File: src/hdl/wcms_pkg.sv
// Shared constants, types and command/status structs for the cut search core.
package wcms_pkg;

    localparam int MAX_V      = 24;
    localparam int W_BITS     = 16;
    localparam int IDX_W      = 5;
    localparam int ROW_W      = MAX_V;
    localparam int WIN_W      = 16;
    localparam int SPLIT_W    = MAX_V - 1;
    localparam int D_W        = W_BITS + IDX_W + 1;
    localparam int PROD_W     = W_BITS + 1 + D_W;
    localparam int COST_W     = 2 * W_BITS + 9;
    localparam int ACC_W      = COST_W + 1;
    localparam int BEST_W     = COST_W + 1;
    localparam int OUT_COST_W = 40;
    localparam int HITS_W     = 24;

    localparam logic [BEST_W-1:0]     BEST_INIT = '1;
    localparam logic [OUT_COST_W-1:0] COST_SAT  = '1;

    typedef enum logic [3:0] {
        ST_IDLE,
        ST_ADJ,
        ST_SUM,
        ST_SUM_END,
        ST_LOAD,
        ST_SEARCH,
        ST_DRAIN1,
        ST_DRAIN2,
        ST_FIN
    } t_state;

    typedef struct packed {
        logic start;
        logic adj_step;
        logic sum_step;
        logic load;
        logic search_step;
        logic emit;
    } t_cmd;

    typedef struct packed {
        logic step_last;
        logic h_last;
        logic n_one;
    } t_stat;

endpackage

File: src/hdl/wcms_ctrl.sv
// Sequencer for load, neighbor-sum setup, initial cost and split enumeration.
module wcms_ctrl (
    input  logic            i_clk,
    input  logic            i_rst_n,
    input  logic            i_in_valid,
    input  logic            i_in_last,
    input  logic            i_in_idx_ok,
    input  logic            i_out_stall,
    input  wcms_pkg::t_stat i_stat,
    output logic            o_in_stall,
    output logic            o_out_valid,
    output wcms_pkg::t_cmd  o_cmd
);

    wcms_pkg::t_state r_state, n_state;
    logic             r_o_valid, n_o_valid;

    always_ff @(posedge i_clk) begin
        if (!i_rst_n) begin
            r_state   <= wcms_pkg::ST_IDLE;
            r_o_valid <= 1'b0;
        end else begin
            r_state   <= n_state;
            r_o_valid <= n_o_valid;
        end
    end

    always_comb begin
        n_state    = r_state;
        n_o_valid  = r_o_valid && i_out_stall;
        o_cmd      = '0;
        o_in_stall = 1'b1;
        unique case (r_state)
            wcms_pkg::ST_IDLE: begin
                o_in_stall = 1'b0;
                if (i_in_valid && i_in_last && i_in_idx_ok) begin
                    o_cmd.start = 1'b1;
                    n_state     = wcms_pkg::ST_ADJ;
                end
            end
            wcms_pkg::ST_ADJ: begin
                o_cmd.adj_step = 1'b1;
                if (i_stat.step_last) n_state = wcms_pkg::ST_SUM;
            end
            wcms_pkg::ST_SUM: begin
                o_cmd.sum_step = 1'b1;
                if (i_stat.step_last) n_state = wcms_pkg::ST_SUM_END;
            end
            wcms_pkg::ST_SUM_END: n_state = wcms_pkg::ST_LOAD;
            wcms_pkg::ST_LOAD: begin
                o_cmd.load = 1'b1;
                n_state    = i_stat.n_one ? wcms_pkg::ST_DRAIN1 : wcms_pkg::ST_SEARCH;
            end
            wcms_pkg::ST_SEARCH: begin
                o_cmd.search_step = 1'b1;
                if (i_stat.h_last) n_state = wcms_pkg::ST_DRAIN1;
            end
            wcms_pkg::ST_DRAIN1: n_state = wcms_pkg::ST_DRAIN2;
            wcms_pkg::ST_DRAIN2: n_state = wcms_pkg::ST_FIN;
            wcms_pkg::ST_FIN: begin
                if (!r_o_valid || !i_out_stall) begin
                    o_cmd.emit = 1'b1;
                    n_o_valid  = 1'b1;
                    n_state    = wcms_pkg::ST_IDLE;
                end
            end
            default: n_state = wcms_pkg::ST_IDLE;
        endcase
    end

    assign o_out_valid = r_o_valid;

endmodule

File: config.mk
export PLATFORM = sky130hd
export DESIGN_NAME = wcms_ctrl
export DESIGN_NICKNAME = d
export VERILOG_FILES = /design/src/hdl/wcms_pkg.sv /design/src/hdl/wcms_ctrl.sv
export SDC_FILE = /design/constraint.sdc
export NUM_CORES = 1
export LEC_CHECK = 0
export ABC_AREA = 1
export BUFFER_PORTS_ARGS = -buffer_cell sky130_fd_sc_hd__buf_2
export CAP_MARGIN = 40
export CORE_AREA = 4 4 41 43
export DETAILED_ROUTE_END_ITERATION = 12
export DIE_AREA = 0 0 45 47
export GPL_TIMING_DRIVEN = 0
export PLACE_DENSITY = 0.52
export SYNTH_ARGS = -nofsm -noshare
export SYNTH_HDL_FRONTEND = slang
export SYNTH_SLANG_ARGS = --single-unit
export TNS_END_PERCENT = 10
File: constraint.sdc
create_clock -name i_clk -period 1.1 [get_ports i_clk]
set_input_delay 0.11 -clock i_clk [delete_from_list [all_inputs] [get_ports i_clk]]
set_output_delay 0.11 -clock i_clk [all_outputs]
set_load 0.05 [all_outputs]
==> results of run 1 <==
final cells by class:
class                      count  area (sq um)  area share
tap                           15         18.77     0.02459
buffer                         1         11.26     0.01475
multi-input combinational     50         317.8      0.4164
inverter                      14         57.56     0.07541
clock buffer                   4         26.28     0.03443
timing repair buffer          27         219.0      0.2869
sequential                     5         112.6      0.1475
report_power, final:
| group | switching, mW | internal (mW) |
|---|---|---|
| combinational | 0.843 | 0.591 |
| clock | 0.0719 | 0.137 |
| sequential | 0.0689 | 0.236 |
| total | 0.984 | 0.964 |
cell families after synthesis:
kind of cell | after synthesis | share of synthesized area
AO/OA/AOI/OAI | 5 | 0.07141
buffers and inverters | 15 | 0.1559
flip-flops | 5 | 0.2598
AND/OR/NAND/NOR | 45 | 0.5130
through the flow:
step,hold slack (ns),utilization,cell area (sq um),setup TNS [ns]
2_1_floorplan,0.2307,-,447.9,-0.7747
3_3_place_gp,0.3668,0.4202,546.8,-0.9933
3_5_place_dp,0.3664,0.4202,546.8,-1.117
4_1_cts,0.1022,0.5673,738.2,-1.529
5_1_grt,0.1300,0.5865,763.2,-2.039
6_report,0.1077,0.5865,763.2,-1.338
registers in the layout, indices dropped and copies added (netlist names):
| name | flops |
|---|---|
| o_out_valid | 1 |
| r_state | 4 |
tightest hold or removal path, stage by stage:
cell and delay, ns:
buf_2 0.11, nand2_1 0.06, nor2_1 0.03
routing by layer:
metal  vias up  track usage  part of all wire
li1        276            -                 -
met4         0      0.05263                 0
met1       213       0.1510              0.42
met2         9       0.2232              0.54
met3         0      0.03448             0.041
met5         -            0                 0
path summary, 6_finish.rpt:
path                                              start                      end  cells past startpoint
worst max-delay path            r_state[2]$_SDFFE_PN0P_                 o_cmd[5]                      5
worst min-delay path                            i_rst_n  r_state[0]$_SDFFE_PN0P_                      3
worst max register to register  r_state[1]$_SDFFE_PN0P_  r_state[1]$_SDFFE_PN0P_                      9
worst min register to register   o_out_valid$_SDFF_PN0_   o_out_valid$_SDFF_PN0_                      2
cell usage after synthesis:
master,n
inv_2,4
buf_4,1
nor2_1,15
nand3_1,8
a211oi_1,1
o21ai_1,1
nor2_4,1
nor3_1,3
nand2_2,1
a21oi_1,2
dfxtp_1,5
inv_1,10
nor2_2,2
o21ai_0,1
nand2_1,15
repair_timing:
| action | in CTS | in global routing |
|---|---|---|
| setup endpoints to repair | 9 | 11 |
| gates resized for setup | 26 | 9 |
| pin swaps | 7 | 10 |
| setup buffers | 11 | 0 |
==> results.sh, run 1 <==
export IMPL_grt_pass1_vias=508
export IMPL_vias=498
export IMPL_areaGrowthSynthToFinish_pct=98.05
export IMPL_ys_ff_latch=5
export IMPL_wl_per_cell_microns=9.603
export IMPL_numPortBuffers=16
export IMPL_synth_avg_cell_area_sq_um=5.505
export IMPL_worst_path_buf_inv=2
export IMPL_violations="setup timing"
export IMPL_cp_slowest_cell="dfxtp_4"
export IMPL_dp_cells=101
export IMPL_slowest_delay_ns=0.35
export IMPL_fin_ws_ns=-0.1831
export IMPL_yosys_warnings=0
export IMPL_dp_hpwl_microns=856.6
export IMPL_timing_final_max_slew_violations=0
export IMPL_fillers=129
export IMPL_crit_path_frequent_cell="nor2_4"
export IMPL_clockBufferDepth=2
export IMPL_synthCells=70
export IMPL_r2r_setup_slack_ns=-0.13
export IMPL_dieArea_sq_um=2115
export IMPL_required_ns=0.99
export IMPL_num_antenna_cells=0
export IMPL_antenna_found_initial=0
export IMPL_pre_cts_slack_ns=-0.2060
export IMPL_leakagePower_nw=0.3865
export IMPL_syn_cell_area_sq_um=385.4
export IMPL_clk_latency_ns=0.24
export IMPL_crit_chain="nor2_4 > buf_12 > nand2_4 > nor2_4 > buf_6"
export IMPL_grt_max_degree=7
export IMPL_worstPathMaxFanout=3
export IMPL_period_minus_slack_ns=1.283
export IMPL_finalSetupViolCount=10
export IMPL_p_total_mw=1.948
export IMPL_synthTopCellsByArea="dfxtp_1 (26%), nand2_1 (15%), nor2_1 (15%)"
export IMPL_layout_commonest_cell="nand2_1"
export IMPL_initial_utilization=0.2962
export IMPL_final_cells=116
export IMPL_cp_top_family="flip-flops"
export IMPL_via_per_inst=4.293
export IMPL_wl_mm=1.114
export IMPL_cts_buffers=3
export IMPL_drive_gt1_frac=0.6139
export IMPL_synth_top_cell_area_share=0.2597
export IMPL_overflow=0
export IMPL_min_path_type="in -> reg"
export IMPL_tightest_slew_ns=0.2532
export IMPL_max_freq_ghz=0.7793
export IMPL_cp_end_kind="output pin"
export IMPL_cts_sinks=5
export IMPL_synth_seq_area_share=0.2597
export IMPL_die_w_microns=45
export IMPL_cts_root_buffer="clkbuf_4"
export IMPL_grt_pass1_wl_mm=2.014
export IMPL_fp_row_count=13
export IMPL_post_route_drc_count=0
export IMPL_yosysTopAreaCell="dfxtp_1"
export IMPL_hold_viol=0
export IMPL_fin_nets=111
export IMPL_rsz0062_at_grt="true"
export IMPL_synth_fp_nets=79
export IMPL_ioPinCount=17
export IMPL_cts_tree="yes"
export IMPL_fin_crit_sh=1.166
export IMPL_gp_congestion=0.7411
export IMPL_vdd_drop_max_mv=1.268
export IMPL_max_cap_violations=0
export IMPL_core_area_sq_um=1301
export IMPL_power_density_nw_per_um2=2553
export IMPL_outcome="complete, but fails checks"
export IMPL_ant_nets=0
export IMPL_synth_cell_types=15
export IMPL_arrival_ns=1.17
export IMPL_clk_pin_slew_worst_paths_ns=0.04
export IMPL_timing_setup_critical_path_class="reg -> out"
export IMPL_final_setup_skew_ns=0.001225
export IMPL_drtPass1Iterations=4
export IMPL_drt_iter0_drc=11
export IMPL_most_common_layout_cells="nand2_1 (11), buf_4 (10), nor2_1 (9), buf_2 (9), buf_6 (8)"
export IMPL_cts_hold_buf=0
export IMPL_track_usage=0.1291
export IMPL_start_kind="flip-flop"
export IMPL_htreeDepth=1
export IMPL_die_h_microns=47
export IMPL_max_slew_margin=0.8323
Note: power is estimated with default switching activity, not from simulation.
==> run 2: changes to the inputs <==
- TNS_END_PERCENT: 10 -> 100
==> run 2 against run 1 <==
  * The run still ends with setup timing left
  * Maximum frequency grew 2.6%
  * Hold slack gained 0.0074 ns
  * Sequential power grew 10%
  * First-iteration DRC count shrank 45%
  * Core utilization shrank 2.4 points
  * Clock skew is essentially flat
  * Global-route usage shrank 1.1 points
  * Power shrank 4.9%
  * Register-to-register slack gained 0.03 ns
  * Largest power group unchanged
  * Final cell count shrank 2.6%
  * Setup slack gained 0.033 ns
  * Sequential share of layout area grew 1.1 points
==> results.sh, run 2 (synthesized netlist as in run 1, its figures left out) <==
export IMPL_outcome="complete, but fails checks"
export IMPL_violations="setup timing"
export IMPL_gp_congestion=0.7405
export IMPL_power_density_nw_per_um2=2531
export IMPL_cp_top_family="simple AND/OR/NAND/NOR gates"
export IMPL_cts_root_buffer="clkbuf_4"
export IMPL_cts_tree="yes"
export IMPL_final_cells=113
export IMPL_clockPowerShare=0.111
export IMPL_most_common_layout_cells="nand2_1 (12), nor2_1 (10), buf_2 (9)"
export IMPL_areaGrowthSynthToFinish_pct=89.93
export IMPL_clockBufferDepth=2
export IMPL_cp_slowest_cell="dfxtp_4"
export IMPL_fin_ws_ns=-0.1502
export IMPL_cts_sinks=5
export IMPL_cts_hold_buf=0
export IMPL_grt_busiest_layer="met2"
export IMPL_p_total_mw=1.853
export IMPL_timing_final_max_slew_violations=0
export IMPL_placed_area_sq_um=566.8
export IMPL_fin_nets=108
export IMPL_clk_latency_ns=0.23
export IMPL_layout_commonest_cell="nand2_1"
export IMPL_vdd_drop_max_mv=1.025
export IMPL_htreeDepth=1
export IMPL_register_area_sq_um=116.4
export IMPL_via_per_inst=4.496
export IMPL_grt_pass1_wl_mm=1.856
export IMPL_overflow=0
export IMPL_grt_max_degree=7
export IMPL_fp_row_count=13
export IMPL_max_cap_violations=0
export IMPL_grtUsageMet3=0.03831
export IMPL_max_freq_ghz=0.7999
export IMPL_sw_frac_of_total=0.5154
export IMPL_drtPass1Iterations=4
export IMPL_period_minus_slack_ns=1.250
export IMPL_arrival_ns=1.14
export IMPL_leakagePower_nw=0.3686
export IMPL_utilization=0.5625
export IMPL_tightest_slew_ns=0.2490
export IMPL_wl_mm=1.051
export IMPL_stdcell_area_sq_um=732.0
export IMPL_initial_utilization=0.2962
export IMPL_dp_hpwl_microns=828.5
export IMPL_numPortBuffers=16
export IMPL_slowest_delay_ns=0.37
export IMPL_ant_nets=0
export IMPL_die_h_microns=47
export IMPL_core_area_sq_um=1301
export IMPL_regMostFlops="r_state"
export IMPL_cp_end_kind="output pin"
export IMPL_crit_chain="nor2_4 > nand2_4 > nor2_4 > buf_8"
export IMPL_dieArea_sq_um=2115
export IMPL_vias=508
export IMPL_ioPinCount=17
export IMPL_multi_input_area_sq_um=314.1
export IMPL_p_comb_frac=0.707
export IMPL_wl_per_cell_microns=9.301
export IMPL_hold_viol=0
export IMPL_min_path_type="in -> reg"
export IMPL_clk_pin_slew_worst_paths_ns=0.04
export IMPL_use_met2=0.2119
export IMPL_num_antenna_cells=0
export IMPL_cts_buffers=3
export IMPL_track_usage=0.1180
export IMPL_switching_power_mw=0.9550
export IMPL_crit_path_frequent_cell="nor2_4"
export IMPL_drt_iter0_drc=6
export IMPL_post_route_drc_count=0
export IMPL_fin_crit_sh=1.137
export IMPL_start_kind="flip-flop"
export IMPL_drive_gt1_frac=0.5714
export IMPL_max_slew_margin=0.8352
export IMPL_largest_reg_flops=4
export IMPL_timing_setup_critical_path_class="reg -> out"
export IMPL_p_int_mw=0.8978
export IMPL_final_setup_skew_ns=0.001168
export IMPL_worst_path_buf_inv=1
export IMPL_die_w_microns=45
export IMPL_required_ns=0.99
export IMPL_finalSetupViolCount=9
export IMPL_pre_cts_slack_ns=-0.1347
export IMPL_grtUsageMet1=0.1327
export IMPL_fillers=136
export IMPL_antenna_found_initial=0
export IMPL_grt_pass1_vias=482
export IMPL_worstPathMaxFanout=6
export IMPL_power_frac_seq=0.182
export IMPL_rsz0062_at_grt="true"
export IMPL_dp_cells=101
## run 2: cell types whose count changed in the layout (fill, tap and decap cells not counted), sizes merged
cell,delta
buf,-3
## run 2: through the flow
| stage | TNS (ns) | hold slack (ns) |
|---|---|---|
| floorplan | -0.4150 | 0.2233 |
| global placement | -0.6526 | 0.3634 |
| detailed placement | -0.6446 | 0.3686 |
| CTS | -1.261 | 0.1199 |
| global route | -1.654 | 0.1264 |
| finish | -1.021 | 0.1151 |
## run 2: path summary, 6_finish.rpt
| path | from | endpoint | slack [ns] | cells after the start |
|---|---|---|---|---|
| setup reg to reg | r_state[2]$_SDFFE_PN0P_ | r_state[0]$_SDFFE_PN0P_ | -0.10 | 9 |
| hold reg to reg | o_out_valid$_SDFF_PN0_ | o_out_valid$_SDFF_PN0_ | 0.50 | 2 |
| hold / removal | i_rst_n | r_state[1]$_SDFFE_PN0P_ | 0.12 | 3 |
| setup / recovery | r_state[1]$_SDFFE_PN0P_ | o_cmd[5] | -0.15 | 4 |
## run 2: timing repair
action,4_1_cts,5_1_grt
endpoints found under the setup margin,9,9
buffers inserted,7,2
endpoints found under the hold margin,0,0
gates resized for setup,19,10
pin swaps,9,5
## run 2: layer usage
metal,share of wire,wire [microns],vias to the layer above
met5,0,0,-
met3,0.075,79,0
li1,-,-,271
met2,0.49,516,14
met1,0.43,455,223
met4,0,0,0
## run 2: worst min-delay path, cell delays in order
cell and delay [ns]:
buf_2 0.11, nand2_1 0.06, nor2_1 0.03
## run 2: power by group through the flow
stage	logic, mW	clock network [mW]	registers (mW)
CTS	1.35	0.212	0.286
global route	1.43	0.230	0.347
floorplan	0.916	0	0.282
detailed placement	1.10	0	0.288
global placement	1.09	0	0.287
finish	1.31	0.206	0.336
## run 2: layout make-up
type / instances / share of cell area
multi-input cells: 50 / 0.4291
repair buffers: 25 / 0.2718
flip-flops and latches: 5 / 0.1590
inverters: 14 / 0.07863
clock buffers: 4 / 0.03590
well taps: 15 / 0.02564
